**config.mk**
```make
export PLATFORM = sky130hd
export DESIGN_NAME = bounded_array_list_engine
export DESIGN_NICKNAME = d
export VERILOG_FILES = /design/src/bale_pkg.sv /design/src/bounded_array_list_engine.sv /design/src/bale_ctrl.sv
export VERILOG_INCLUDE_DIRS = /design/src /design/src/src
export SDC_FILE = /design/constraint.sdc
export NUM_CORES = 2
export LEC_CHECK = 0
export BUFFER_PORTS_ARGS = -buffer_cell sky130_fd_sc_hd__buf_2
export CELL_PAD_IN_SITES_DETAIL_PLACEMENT = 1
export CELL_PAD_IN_SITES_GLOBAL_PLACEMENT = 1
export CORE_AREA = 2 2 503 505
export CTS_BUF_LIST = sky130_fd_sc_hd__clkbuf_4 sky130_fd_sc_hd__clkbuf_8
export CTS_CLUSTER_DIAMETER = 30
export CTS_CLUSTER_SIZE = 12
export DETAILED_ROUTE_END_ITERATION = 12
export DIE_AREA = 0 0 505 507
export PLACE_DENSITY = 0.65
export SYNTH_ARGS = -nofsm -noshare
export SYNTH_HDL_FRONTEND = slang
export SYNTH_SLANG_ARGS = --single-unit
```
**constraint.sdc**
```tcl
create_clock -name clk -period 9.4 [get_ports clk]
set_clock_uncertainty 0.1 [all_clocks]
set_input_delay 1.88 -clock clk [delete_from_list [all_inputs] [get_ports clk]]
set_output_delay 1.88 -clock clk [all_outputs]
set_load 0.005 [all_outputs]
```
**src/bounded_array_list_engine_assert.svh**
```systemverilog
// Assertion macros for the list engine.
// Each check is sampled on clk and held off while rst_n is low.
`ifndef BOUNDED_ARRAY_LIST_ENGINE_ASSERT_SVH
`define BOUNDED_ARRAY_LIST_ENGINE_ASSERT_SVH
`ifndef SYNTHESIS
// Same-cycle implication.
`define BALE_AST_IMP(lbl, ante, cons) \
  lbl: assert property (@(posedge clk) disable iff (!rst_n) (ante) |-> (cons)) \
    else $error("bale: same-cycle check failed");
// Next-cycle implication.
`define BALE_AST_NXT(lbl, ante, cons) \
  lbl: assert property (@(posedge clk) disable iff (!rst_n) (ante) |=> (cons)) \
    else $error("bale: next-cycle check failed");
`else
`define BALE_AST_IMP(lbl, ante, cons)
`define BALE_AST_NXT(lbl, ante, cons)
`endif
`endif

```
**src/bale_pkg.sv**
```systemverilog
package bale_pkg;

  localparam int MAX_ENTRIES_DEF = 64;
  localparam logic [6:0] CAP_RESET = 7'd64;
  localparam logic signed [31:0] MISS_WORD = -32'sd9999;

  typedef enum logic [2:0] {
    CMD_INS_FRONT = 3'd0,
    CMD_INS_BACK  = 3'd1,
    CMD_RM_FRONT  = 3'd2,
    CMD_RM_BACK   = 3'd3,
    CMD_FIND      = 3'd4,
    CMD_READ      = 3'd5,
    CMD_WRITE     = 3'd6
  } cmd_t;

  typedef enum logic [1:0] {
    ST_OK    = 2'd0,
    ST_FULL  = 2'd1,
    ST_EMPTY = 2'd2,
    ST_MISS  = 2'd3
  } status_t;

  // One finished result word handed from the sequencer to the output stage.
  typedef struct packed {
    status_t            status;
    logic signed [31:0] data;
    logic [5:0]         found_index;
  } res_t;

endpackage

```
**src/bounded_array_list_engine.sv**
```systemverilog
// Bounded array list engine: a packed list of signed 32-bit words held in a
// single-port-write store of MAX_ENTRIES entries, plus a running length.
// Input channel (in_*): one command word per handshake; in_stall is high
// while a command is in progress. Output channel (out_*): exactly one result
// word per command, held in an output register until out_stall is low.
// cfg_we/cfg_wdata write the 7-bit capacity. The user must write it only while
// the block is idle; the block itself does not enforce this.
// Insert back, remove back, write index, refusals and a one-word remove front
// finish straight from idle; read index issues one store read; insert front
// shifts the list up one place, then puts the word at index 0; remove front
// shifts it down one place; find stops at the first hit.
// Front inserts, front removes and finds walk the store one word per cycle
// through its single read port; the sequencer takes no new command until the
// walk and its result are done.
// The sequencer takes the next command as soon as its result moves to the
// output register, so a stalled receiver delays intake by one result only.
// Reset (rst_n low, synchronous) empties the list and sets capacity to 64;
// store contents are not cleared and are never read before being written.
`include "bounded_array_list_engine_assert.svh"

module bounded_array_list_engine #(
  parameter int MAX_ENTRIES = bale_pkg::MAX_ENTRIES_DEF
) (
  input  logic               clk,
  input  logic               rst_n,
  input  logic               in_valid,
  output logic               in_stall,
  input  logic [2:0]         in_command,
  input  logic signed [31:0] in_value,
  input  logic [5:0]         in_position,
  output logic               out_valid,
  input  logic               out_stall,
  output logic [1:0]         out_status,
  output logic signed [31:0] out_data,
  output logic [5:0]         out_found_index,
  output logic [6:0]         out_count,
  output logic               out_is_full,
  output logic               out_is_empty,
  input  logic               cfg_we,
  input  logic [6:0]         cfg_wdata
);
  import bale_pkg::*;

  localparam int CNT_W = $clog2(MAX_ENTRIES + 1);
  localparam int CW    = (CNT_W > 7) ? CNT_W : 7;
  localparam logic [CW-1:0] MAX_CW = CW'(MAX_ENTRIES);

  logic [6:0]        cap_r;
  logic [CW-1:0]     cap_lo;
  logic [CW-1:0]     cap_eff;
  logic [CW-1:0]     fill_cw;
  logic              full;

  logic              ctrl_ready;
  logic              res_valid;
  logic              res_ready;
  res_t              res;
  logic [CNT_W-1:0]  fill;

  logic              out_valid_r, out_valid_nxt;
  logic [1:0]        status_r;
  logic signed [31:0] data_r;
  logic [5:0]        fidx_r;
  logic [6:0]        count_r;
  logic              is_full_r;
  logic              is_empty_r;

  // capacity register, clamped to 1..MAX_ENTRIES on use
  always_ff @(posedge clk) begin
    if (!rst_n) begin
      cap_r <= CAP_RESET;
    end else if (cfg_we) begin
      cap_r <= cfg_wdata;
    end
  end

  assign cap_lo  = (cap_r == 7'd0) ? CW'(1) : CW'(cap_r);
  assign cap_eff = (cap_lo > MAX_CW) ? MAX_CW : cap_lo;
  assign fill_cw = CW'(fill);
  assign full    = (fill_cw >= cap_eff);

  bale_ctrl #(
    .MAX_ENTRIES (MAX_ENTRIES)
  ) u_ctrl (
    .clk         (clk),
    .rst_n       (rst_n),
    .in_valid    (in_valid),
    .in_command  (in_command),
    .in_value    (in_value),
    .in_position (in_position),
    .full_i      (full),
    .ready_o     (ctrl_ready),
    .res_valid_o (res_valid),
    .res_ready_i (res_ready),
    .res_o       (res),
    .fill_o      (fill)
  );

  assign in_stall = !ctrl_ready;

  // output register: loads when empty or being drained this cycle
  assign res_ready = res_valid && (!out_valid_r || !out_stall);

  always_comb begin
    out_valid_nxt = out_valid_r;
    if (res_ready) begin
      out_valid_nxt = 1'b1;
    end else if (!out_stall) begin
      out_valid_nxt = 1'b0;
    end
  end

  always_ff @(posedge clk) begin
    if (!rst_n) begin
      out_valid_r <= 1'b0;
    end else begin
      out_valid_r <= out_valid_nxt;
    end
    if (res_ready) begin
      status_r   <= res.status;
      data_r     <= res.data;
      fidx_r     <= res.found_index;
      count_r    <= 7'(fill);
      is_full_r  <= full;
      is_empty_r <= (fill == '0);
    end
  end

  assign out_valid       = out_valid_r;
  assign out_status      = status_r;
  assign out_data        = data_r;
  assign out_found_index = fidx_r;
  assign out_count       = count_r;
  assign out_is_full     = is_full_r;
  assign out_is_empty    = is_empty_r;

  // length never passes the store size
  `BALE_AST_IMP(a_fill_bound, 1'b1, fill_cw <= MAX_CW)
  // every accepted command leaves the sequencer busy in the cycle after it is taken
  `BALE_AST_NXT(a_busy_after_accept, in_valid && !in_stall, in_stall)
  // capacity is at least one, so an empty list never reads as full
  `BALE_AST_IMP(a_full_empty_excl, out_valid_r, !(out_is_full && out_is_empty))
  // a handed-off result shows up on the output channel next cycle
  `BALE_AST_NXT(a_result_lands, res_ready, out_valid_r)

endmodule

```
**src/bale_ctrl.sv**
```systemverilog
module bale_ctrl #(
  parameter int MAX_ENTRIES = bale_pkg::MAX_ENTRIES_DEF
) (
  input  logic                                 clk,
  input  logic                                 rst_n,
  input  logic                                 in_valid,
  input  logic [2:0]                           in_command,
  input  logic signed [31:0]                   in_value,
  input  logic [5:0]                           in_position,
  input  logic                                 full_i,
  output logic                                 ready_o,
  output logic                                 res_valid_o,
  input  logic                                 res_ready_i,
  output bale_pkg::res_t                       res_o,
  output logic [$clog2(MAX_ENTRIES+1)-1:0]     fill_o
);
  import bale_pkg::*;

  localparam int ADDR_W = $clog2(MAX_ENTRIES);
  localparam int CNT_W  = $clog2(MAX_ENTRIES + 1);
  localparam int CW     = (CNT_W > 6) ? CNT_W : 6;

  typedef enum logic [1:0] {S_IDLE, S_SCAN, S_PUT, S_DONE} state_t;

  state_t                state_r, state_nxt;
  cmd_t                  cmd_r, cmd_nxt;
  logic signed [31:0]    val_r, val_nxt;
  logic [CNT_W-1:0]      fill_r, fill_nxt;
  logic [CNT_W-1:0]      rem_r, rem_nxt;
  logic [ADDR_W-1:0]     rd_idx_r, rd_idx_nxt;
  logic [ADDR_W-1:0]     pend_addr_r, pend_addr_nxt;
  logic                  pend_r, pend_nxt;
  status_t               status_r, status_nxt;
  logic signed [31:0]    data_r, data_nxt;
  logic [5:0]            fidx_r, fidx_nxt;

  logic signed [31:0]    mem [MAX_ENTRIES];
  logic signed [31:0]    rdata_r;
  logic                  mem_we;
  logic [ADDR_W-1:0]     mem_waddr;
  logic signed [31:0]    mem_wdata;

  logic                  empty;
  logic                  pos_big;

  assign empty   = (fill_r == '0);
  assign pos_big = (CW'(in_position) >= CW'(fill_r));

  always_comb begin
    state_nxt     = state_r;
    cmd_nxt       = cmd_r;
    val_nxt       = val_r;
    fill_nxt      = fill_r;
    rem_nxt       = rem_r;
    rd_idx_nxt    = rd_idx_r;
    pend_addr_nxt = pend_addr_r;
    pend_nxt      = 1'b0;
    status_nxt    = status_r;
    data_nxt      = data_r;
    fidx_nxt      = fidx_r;
    mem_we        = 1'b0;
    mem_waddr     = pend_addr_r;
    mem_wdata     = rdata_r;

    unique case (state_r)
      S_IDLE: begin
        if (in_valid) begin
          cmd_nxt    = cmd_t'(in_command);
          val_nxt    = in_value;
          status_nxt = ST_OK;
          data_nxt   = MISS_WORD;
          fidx_nxt   = '0;
          state_nxt  = S_DONE;
          case (cmd_t'(in_command))
            CMD_INS_FRONT: begin
              if (full_i) begin
                status_nxt = ST_FULL;
              end else if (empty) begin
                state_nxt = S_PUT;
              end else begin
                state_nxt  = S_SCAN;
                rd_idx_nxt = ADDR_W'(fill_r - CNT_W'(1));
                rem_nxt    = fill_r;
              end
            end
            CMD_INS_BACK: begin
              if (full_i) begin
                status_nxt = ST_FULL;
              end else begin
                mem_we    = 1'b1;
                mem_waddr = ADDR_W'(fill_r);
                mem_wdata = in_value;
                fill_nxt  = fill_r + CNT_W'(1);
              end
            end
            CMD_RM_FRONT: begin
              if (empty) begin
                status_nxt = ST_EMPTY;
              end else if (fill_r == CNT_W'(1)) begin
                fill_nxt = '0;
              end else begin
                state_nxt  = S_SCAN;
                rd_idx_nxt = ADDR_W'(1);
                rem_nxt    = fill_r - CNT_W'(1);
              end
            end
            CMD_RM_BACK: begin
              if (empty) begin
                status_nxt = ST_EMPTY;
              end else begin
                fill_nxt = fill_r - CNT_W'(1);
              end
            end
            CMD_FIND: begin
              if (empty) begin
                status_nxt = ST_EMPTY;
              end else begin
                state_nxt  = S_SCAN;
                rd_idx_nxt = '0;
                rem_nxt    = fill_r;
              end
            end
            CMD_READ: begin
              if (pos_big) begin
                status_nxt = ST_MISS;
              end else begin
                state_nxt  = S_SCAN;
                rd_idx_nxt = ADDR_W'(in_position);
                rem_nxt    = CNT_W'(1);
              end
            end
            CMD_WRITE: begin
              if (pos_big) begin
                status_nxt = ST_MISS;
              end else begin
                mem_we    = 1'b1;
                mem_waddr = ADDR_W'(in_position);
                mem_wdata = in_value;
              end
            end
            default: begin
              status_nxt = ST_MISS;
            end
          endcase
        end
      end
      S_SCAN: begin
        // issue side: one read per cycle
        if (rem_r != '0) begin
          pend_nxt      = 1'b1;
          pend_addr_nxt = rd_idx_r;
          rem_nxt       = rem_r - CNT_W'(1);
          if (cmd_r == CMD_INS_FRONT) begin
            rd_idx_nxt = rd_idx_r - ADDR_W'(1);
          end else begin
            rd_idx_nxt = rd_idx_r + ADDR_W'(1);
          end
        end
        // retire side: data read last cycle
        if (pend_r) begin
          case (cmd_r)
            CMD_INS_FRONT: begin
              mem_we    = 1'b1;
              mem_waddr = pend_addr_r + ADDR_W'(1);
              if (rem_r == '0) begin
                state_nxt = S_PUT;
              end
            end
            CMD_RM_FRONT: begin
              mem_we    = 1'b1;
              mem_waddr = pend_addr_r - ADDR_W'(1);
              if (rem_r == '0) begin
                fill_nxt  = fill_r - CNT_W'(1);
                state_nxt = S_DONE;
              end
            end
            CMD_FIND: begin
              if (rdata_r == val_r) begin
                data_nxt  = val_r;
                fidx_nxt  = 6'(pend_addr_r);
                state_nxt = S_DONE;
              end else if (rem_r == '0) begin
                status_nxt = ST_MISS;
                state_nxt  = S_DONE;
              end
            end
            default: begin
              data_nxt  = rdata_r;
              state_nxt = S_DONE;
            end
          endcase
        end
      end
      S_PUT: begin
        mem_we    = 1'b1;
        mem_waddr = '0;
        mem_wdata = val_r;
        fill_nxt  = fill_r + CNT_W'(1);
        state_nxt = S_DONE;
      end
      S_DONE: begin
        if (res_ready_i) begin
          state_nxt = S_IDLE;
        end
      end
      default: begin
        state_nxt = S_IDLE;
      end
    endcase
  end

  always_ff @(posedge clk) begin
    if (!rst_n) begin
      state_r <= S_IDLE;
      fill_r  <= '0;
      pend_r  <= 1'b0;
      rem_r   <= '0;
    end else begin
      state_r <= state_nxt;
      fill_r  <= fill_nxt;
      pend_r  <= pend_nxt;
      rem_r   <= rem_nxt;
    end
    cmd_r       <= cmd_nxt;
    val_r       <= val_nxt;
    rd_idx_r    <= rd_idx_nxt;
    pend_addr_r <= pend_addr_nxt;
    status_r    <= status_nxt;
    data_r      <= data_nxt;
    fidx_r      <= fidx_nxt;
  end

  // word store: one write port, one registered read port
  always_ff @(posedge clk) begin
    if (mem_we) begin
      mem[mem_waddr] <= mem_wdata;
    end
    rdata_r <= mem[rd_idx_r];
  end

  assign ready_o            = (state_r == S_IDLE);
  assign res_valid_o        = (state_r == S_DONE);
  assign res_o.status       = status_r;
  assign res_o.data         = data_r;
  assign res_o.found_index  = fidx_r;
  assign fill_o             = fill_r;

endmodule
```
* After elaboration in Yosys (flattened, before gate mapping) *
Memory sizes are Yosys's and may differ from the RTL's. A register that Yosys moved wholly into a read port is not among the register bits.
Index checks and enable logic that the tools add are counted.

storage, ports and cells
  input port bits = 53
  word-level logic and storage cells = 186
  bits in writable memories = 2048
  flip-flop bits (word level) = 161
  output and inout bits = 51
  memories kept = 1

memory list
  memory      depth  bits a word  read ports  clocked after memory_dff  wr ports  line             text
  u_ctrl.mem  64     32           1           1                         1         bale_ctrl.sv:37  logic signed [31:0] mem [MAX_ENTRIES];

operators by class
  muxes and demuxes = 91
  $add $sub $neg = 7
  equality and inequality tests = 37
  $lt $le $gt $ge = 3
  reduce and logical (&&, ||, !) cells = 28

operator list
  cell                 count
  $pmux 32 s2          4
  $mux 32              6
  $mux 7               17
  $mux 6               17
  $pmux 6 s2           4
  $pmux 7 s3           2
  $mux 2               19
  $eq 32x32->1         1
  $pmux 7 s4           1
  $ne 3x3->1 const B   9
  $pmux 6 s4           1
  $logic_not 7->1      3
  $reduce_and 10->1    2
  $pmux 6 s3           1
  $pmux 2 s4           2
  $ne 2x1->1 const B   7
  $pmux 7 s2           1
  $sub 7x1->7 const B  2
  $add 6x1->6 const B  2
  $eq 3x3->1 const B   4
  $pmux 2 s3           2
  $sub 6x1->6 const B  2
  $mux 1               11
  $reduce_and 5->1     2
  other kinds (30)     44

* Logic depth before layout (Yosys ltp) *
  depth after elaboration = 11
  depth in mapped cells = 15

* Cells and area by module *
From an unflattened synthesis, not the netlist that was laid out.

unflattened totals
  cell total of the unflattened synthesis = 3903
  area total of the unflattened synthesis = 87373.8 µm²

by module, submodules not included
  module                     area each (µm²)  seq. area each (µm²)  cells each  instances
  bale_ctrl                  85404.4          65092.4               3798        1
  bounded_array_list_engine  1969.4           1631.6                105         1

* Least setup slack after synthesis *
Ideal clock, no wire load.

  path type = input-to-reg
  start point = input port in_position[0]
  end point = memory u_ctrl.mem[0][0] (data pin)
  buffers on the path = 2
  arrival = 6.141 ns
  stages = 10
  setup slack = 2.457 ns
  required time = 8.598 ns
  cells stage by stage = inv_1 > ha_1 > nand2b_1 > a211o_1 > a21oi_2 > o21a_1 > buf_2 > clkbuf_1 > a21oi_1 > o21ai_0

between the ends
  longest elaborated chain between the ends = 5

ends and longest elaborated chain
  item                     line                             text
  start: declaration       bounded_array_list_engine.sv:30  input logic [5:0] in_position,
  $ge 6x7->1               bale_ctrl.sv:47                  assign pos_big = (CW'(in_position) >= CW'(fill_r));
  $mux 32                  bale_ctrl.sv:133                 if (pos_big) begin
  $pmux 32 s2              bale_ctrl.sv:74                  case (cmd_t'(in_command))
  $mux 32                  bale_ctrl.sv:67                  if (in_valid) begin
  $pmux 32 s2              bale_ctrl.sv:65                  unique case (state_r)
  net u_ctrl.mem_wdata[0]  bale_ctrl.sv:41                  logic signed [31:0] mem_wdata;
  end: declaration         bale_ctrl.sv:37

The timed path passes the listed nets, and every way through them passes these cells.

* Worst setup path in the final report *
  start point = register u_ctrl.fill_r[0] (netlist: u_ctrl.fill_o[0])
  end point = memory u_ctrl.mem[12][28] (enable)

between the ends
  longest elaborated chain between the ends = 7
  elaborated cells on any way between the ends = 14
  classes of those cells = order compare (2); mux (12)

ends and longest elaborated chain
  item                                      line                                              text
  start: declaration                        bale_ctrl.sv:28                                   logic [CNT_W-1:0] fill_r, fill_nxt;
  start signal: assignment                  bale_ctrl.sv:220                                  fill_r <= fill_nxt;
  $ge 6x7->1 or $ge 7x7->1 (tied branches)  bale_ctrl.sv:47, bounded_array_list_engine.sv:80
  $mux 1, on equally long branches          bale_ctrl.sv:133, bale_ctrl.sv:87
  $pmux 1 s2                                bale_ctrl.sv:74
  $mux 1                                    bale_ctrl.sv:67
  $pmux 1 s3                                bale_ctrl.sv:65
  $mux 1                                    bale_ctrl.sv:235                                  if (mem_we) begin
  $mux 1 (implied by the code)              bale_ctrl.sv:236                                  mem[mem_waddr] <= mem_wdata;

Several ways; a longest one is shown, not always the timed one.

==> metrics.md <==
| Metric | Value |
|---|---|
| Ranking of synthesized cells by area | `edfxtp_1 75%, mux4_2 17%, dfxtp_1 1.3%` |
| Hold buffers post-CTS | `0` |
| Initial antenna violation count | `43` |
| Critical Path AT | `between 7 and 8 ns` |
| Starting Density | `a little over a third` |
| Die area | `approximately 260000 sq um` |
| Nets | `4448` |
| Die Ht | `between 500 and 600 microns` |
| # Post-CTS Setup Buffers | `0` |
| Yosys top cell by area | `edfxtp_1` |
| Cell Rows | `between 150 and 200` |
| Slowest cell on the critical path | `nor2_4` |
| DRT Pass-1 Iters | `5` |
| DR top layer | `met5` |
| Max_slew headroom | `4.74%` |
| Slew Viols, Final | `0` |
| Hold WC Path Type | `register to register` |
| CTS Buf Count | `444` |
| Post-route antenna net violation count | `0` |
| Mean cell area of the mapped netlist | `roughly 22 sq um` |
| Maxcap violations | `0` |
| Max H-tree Level | `5` |
| Reg2Reg Launch Point | `u_ctrl.fill_o[0]$_SDFFE_PN0P_` |
| CP Class | `register to register` |
| R2R Setup Slk | `2.76 ns` |
| Total number of vias | `approximately 44000` |
| I/O pins | `between 100 and 150` |
| Met3 WL | `between 20 and 25 mm` |
| Number of global-route vias before repair | `45100` |
| Placed Instance Area | `roughly 93000 sq um` |
| Max frequency | `151 MHz` |
| Pleak | `about 32 nW` |
| Count of flip-flops with a built-in enable after synthesis | `between 2000 and 2500` |
| Final worst path period need | `roughly 6.6 ns` |
| CTS sink cnt | `between 2000 and 2500` |
| Crit-path cells | `inv_1 -> ha_1 -> nor2b_1 -> o21ai_0 -> a21oi_2 -> o21ai_4 -> buf_4 -> o221ai_1 -> a22oi_1 -> nand3b_1 -> nor2_4` |
| HPWL after DPL | `about 150 mm` |
| Global placer's final weighted congestion | `between 0.8 and 0.9` |
| Async SR Flop Fraction | `0%` |
| Final instance area | `103000 sq um` |
| WL met1 | `101 mm` |
| Ys Warns | `0` |
| Worst-margin pin slew | `1.43 ns` |
| I/O Buffers | `roughly 100` |
| Worst-Skew Late Latency | `1.11 ns` |
| Filler Cell Count | `23800` |
| Final Routed Wirelength | `roughly 250 mm` |
| Final Cycle Share | `approximately 70%` |
| Synth Instances | `between 3000 and 4000` |
| Total negative setup slack | `0 ns` |
| Most frequent cells in the layout | `2184 x edfxtp_1, 663 x mux4_2, 453 x clkbuf_8` |
| Hold Violations, Final | `0` |
| Root Driver | `clkbuf_8` |
| Sequential area share after synthesis | `approximately 76%` |
| RR Endpoint | `u_ctrl.mem[12][28]$_DFFE_PP_` |
| Vias/cell | `5.46` |
| Largest net degree at the start of global routing | `138` |
| Post-CTS Resized | `0` |
| Drt wl/cell | `30.9 microns` |
| Worst Setup End Kind | `register` |
| Syn nets | `4009` |
| Core box area | `~250000 sq um` |
| Instance count on the critical path | `11` |
| Unrepaired setup endpoints after global routing | `no` |
| Cell area power density | `353 nW/um^2` |
| R2r worst-path depth | `11` |
| Area Growth Syn to Fin | `17.9%` |
| Layout cell share with drive strength beyond 1 | `between 30% and 40%` |
| VDD IR max | `0.297 mV` |
| Remaining Overflow, GRT | `0` |
| Main synth FF type | `edfxtp_1` |
| Placed insts | `7266` |
| Startpoint Class | `register` |
| Hold path endpoint | `out_data[31]$_DFFE_PP_` |
| First-pass GRT wire length | `~350 mm` |
| Critical Path RT | `between 9 and 10 ns` |
| Min Hold Slack | `between 0.2 and 0.3 ns` |
| Top delay family on crit path | `simple AND/OR/NAND/NOR gates` |
| Initial DRC Count | `5570` |
| Yosys cell types | `74` |
| Clock slew at reported path FFs | `around 0.060 ns` |
| Die width | `just over 500 microns` |
| Met2 WL | `around 120 mm` |
| # DRC | `0` |
| Status | `finished, final reports clean` |
| Register bit total from synthesis | `2241` |
| Slowest stage delay, CP | `between 1 and 1.5 ns` |
| Non-filler cells, final | `between 8000 and 9000` |
| Mapped Area | `just under 90000 sq um` |
| Worst hold start | `u_ctrl.data_r[31]$_SDFFCE_PN1P_` |
| GRT Util Overall | `approximately a fifth` |
| Setup violations, final | `0` |
| Longest Clk Path Bufs | `4` |
| Hold Path Stages | `0` |
| Area share of the largest cell type after synthesis | `roughly three quarters` |
| Worst path bufs/invs | `2` |
| TritonCTS clock tree | `done` |
| Commonest non-fill, non-tap cell in the layout | `edfxtp_1` |
| Worst-path maximum fanout | `32` |
## stage by stage
| stage | setup slack (ns) | total power [mW] | utilization, % |
|---|---|---|---|
| 6_report | 2.76 | 36.4 | 41.1 |
| 5_1_grt | 2.55 | 37.5 | 41.1 |
| 3_3_place_gp | 2.24 | 25.2 | 37.1 |
| 4_1_cts | 2.90 | 36.6 | 41.1 |
| 2_1_floorplan | 2.46 | 20.3 | - |
| 3_5_place_dp | 2.12 | 25.5 | 37.1 |
## final cells by class
class / count / area, sq um / area share [%]
Clock buffer: 506 / 6630 / 6.44
Clock inverter: 298 / 3410 / 3.31
Tap cell: 3348 / 4190 / 4.06
Antenna cell: 14 / 35.0 / 0.0340
Inverter: 30 / 113 / 0.109
Sequential cell: 2241 / 66700 / 64.7
Timing Repair Buffer: 208 / 1420 / 1.37
Multi-Input combinational cell: 1439 / 20500 / 19.9
## synth_stat cells, types with 6 or more instances
cell / number
mux2_2: 10
buf_2: 12
nand3b_1: 6
o21bai_1: 6
nor3_1: 39
nand2b_1: 8
a221oi_1: 9
nand3_1: 35
buf_1: 52
and2_1: 9
nand4_1: 11
a21o_1: 7
clkbuf_1: 150
a22oi_1: 39
edfxtp_1: 2184
ha_1: 29
a211oi_1: 17
nor2_1: 96
mux2i_1: 24
nand2_1: 120
xnor2_1: 40
dfxtp_1: 57
inv_1: 29
o21ai_0: 94
mux4_2: 663
a21oi_1: 75
## worst max-delay path by stage
| stage | startpoint | to | slack, ns |
|---|---|---|---|
| after detailed placement | in_position[0] | u_ctrl.mem[12][19]$_DFFE_PP_ | 2.12 |
| after global routing | u_ctrl.fill_o[0]$_SDFFE_PN0P_ | u_ctrl.mem[12][24]$_DFFE_PP_ | 2.55 |
| after global placement | in_position[0] | u_ctrl.mem[12][19]$_DFFE_PP_ | 2.24 |
| after CTS | u_ctrl.fill_o[0]$_SDFFE_PN0P_ | u_ctrl.mem[12][24]$_DFFE_PP_ | 2.90 |
| final | u_ctrl.fill_o[0]$_SDFFE_PN0P_ | u_ctrl.mem[12][28]$_DFFE_PP_ | 2.76 |
| after floorplan | in_position[0] | u_ctrl.mem[0][0]$_DFFE_PP_ | 2.46 |
## logic make-up after synthesis
kind of cell               count (synthesis)  synth area share, %
AOI/OAI and AO/OA                        311                 2.30
xor gates and xnor gates                  45                0.451
buffers and inverters                    245                 1.08
adders and majority gates                 31                0.461
muxes                                    697                 17.5
and+or+nand+nor                          355                 1.88
DFF                                     2241                 76.3
## registers in the layout, indices dropped and copies added, names as in the netlist, 6 cells and up
signal / flops
u_ctrl.rd_idx_r: 6
u_ctrl.rem_r: 7
u_ctrl.fill_o: 7
u_ctrl.rdata_r: 32
u_ctrl.pend_addr_r: 6
cap_r: 7
out_data: 32
out_count: 7
out_found_index: 6
u_ctrl.data_r: 32
u_ctrl.mem: 2048
u_ctrl.fidx_r: 6
u_ctrl.val_r: 32
## metal layers
metal  vias to the layer above  track usage [%]
met4                        24             7.19
met1                     23900             26.3
met3                       434             4.86
met2                      2090             30.0
li1                      17700                -
met5                         -                0
## power breakdown
group | total (mW) | internal [mW] | switching, mW
Sequential | 14.3 | 14.0 | 0.345
Clock | 11.1 | 6.65 | 4.43
Combinational | 10.9 | 3.19 | 7.75
No activity file was read; power rests on OpenSTA's default activity.
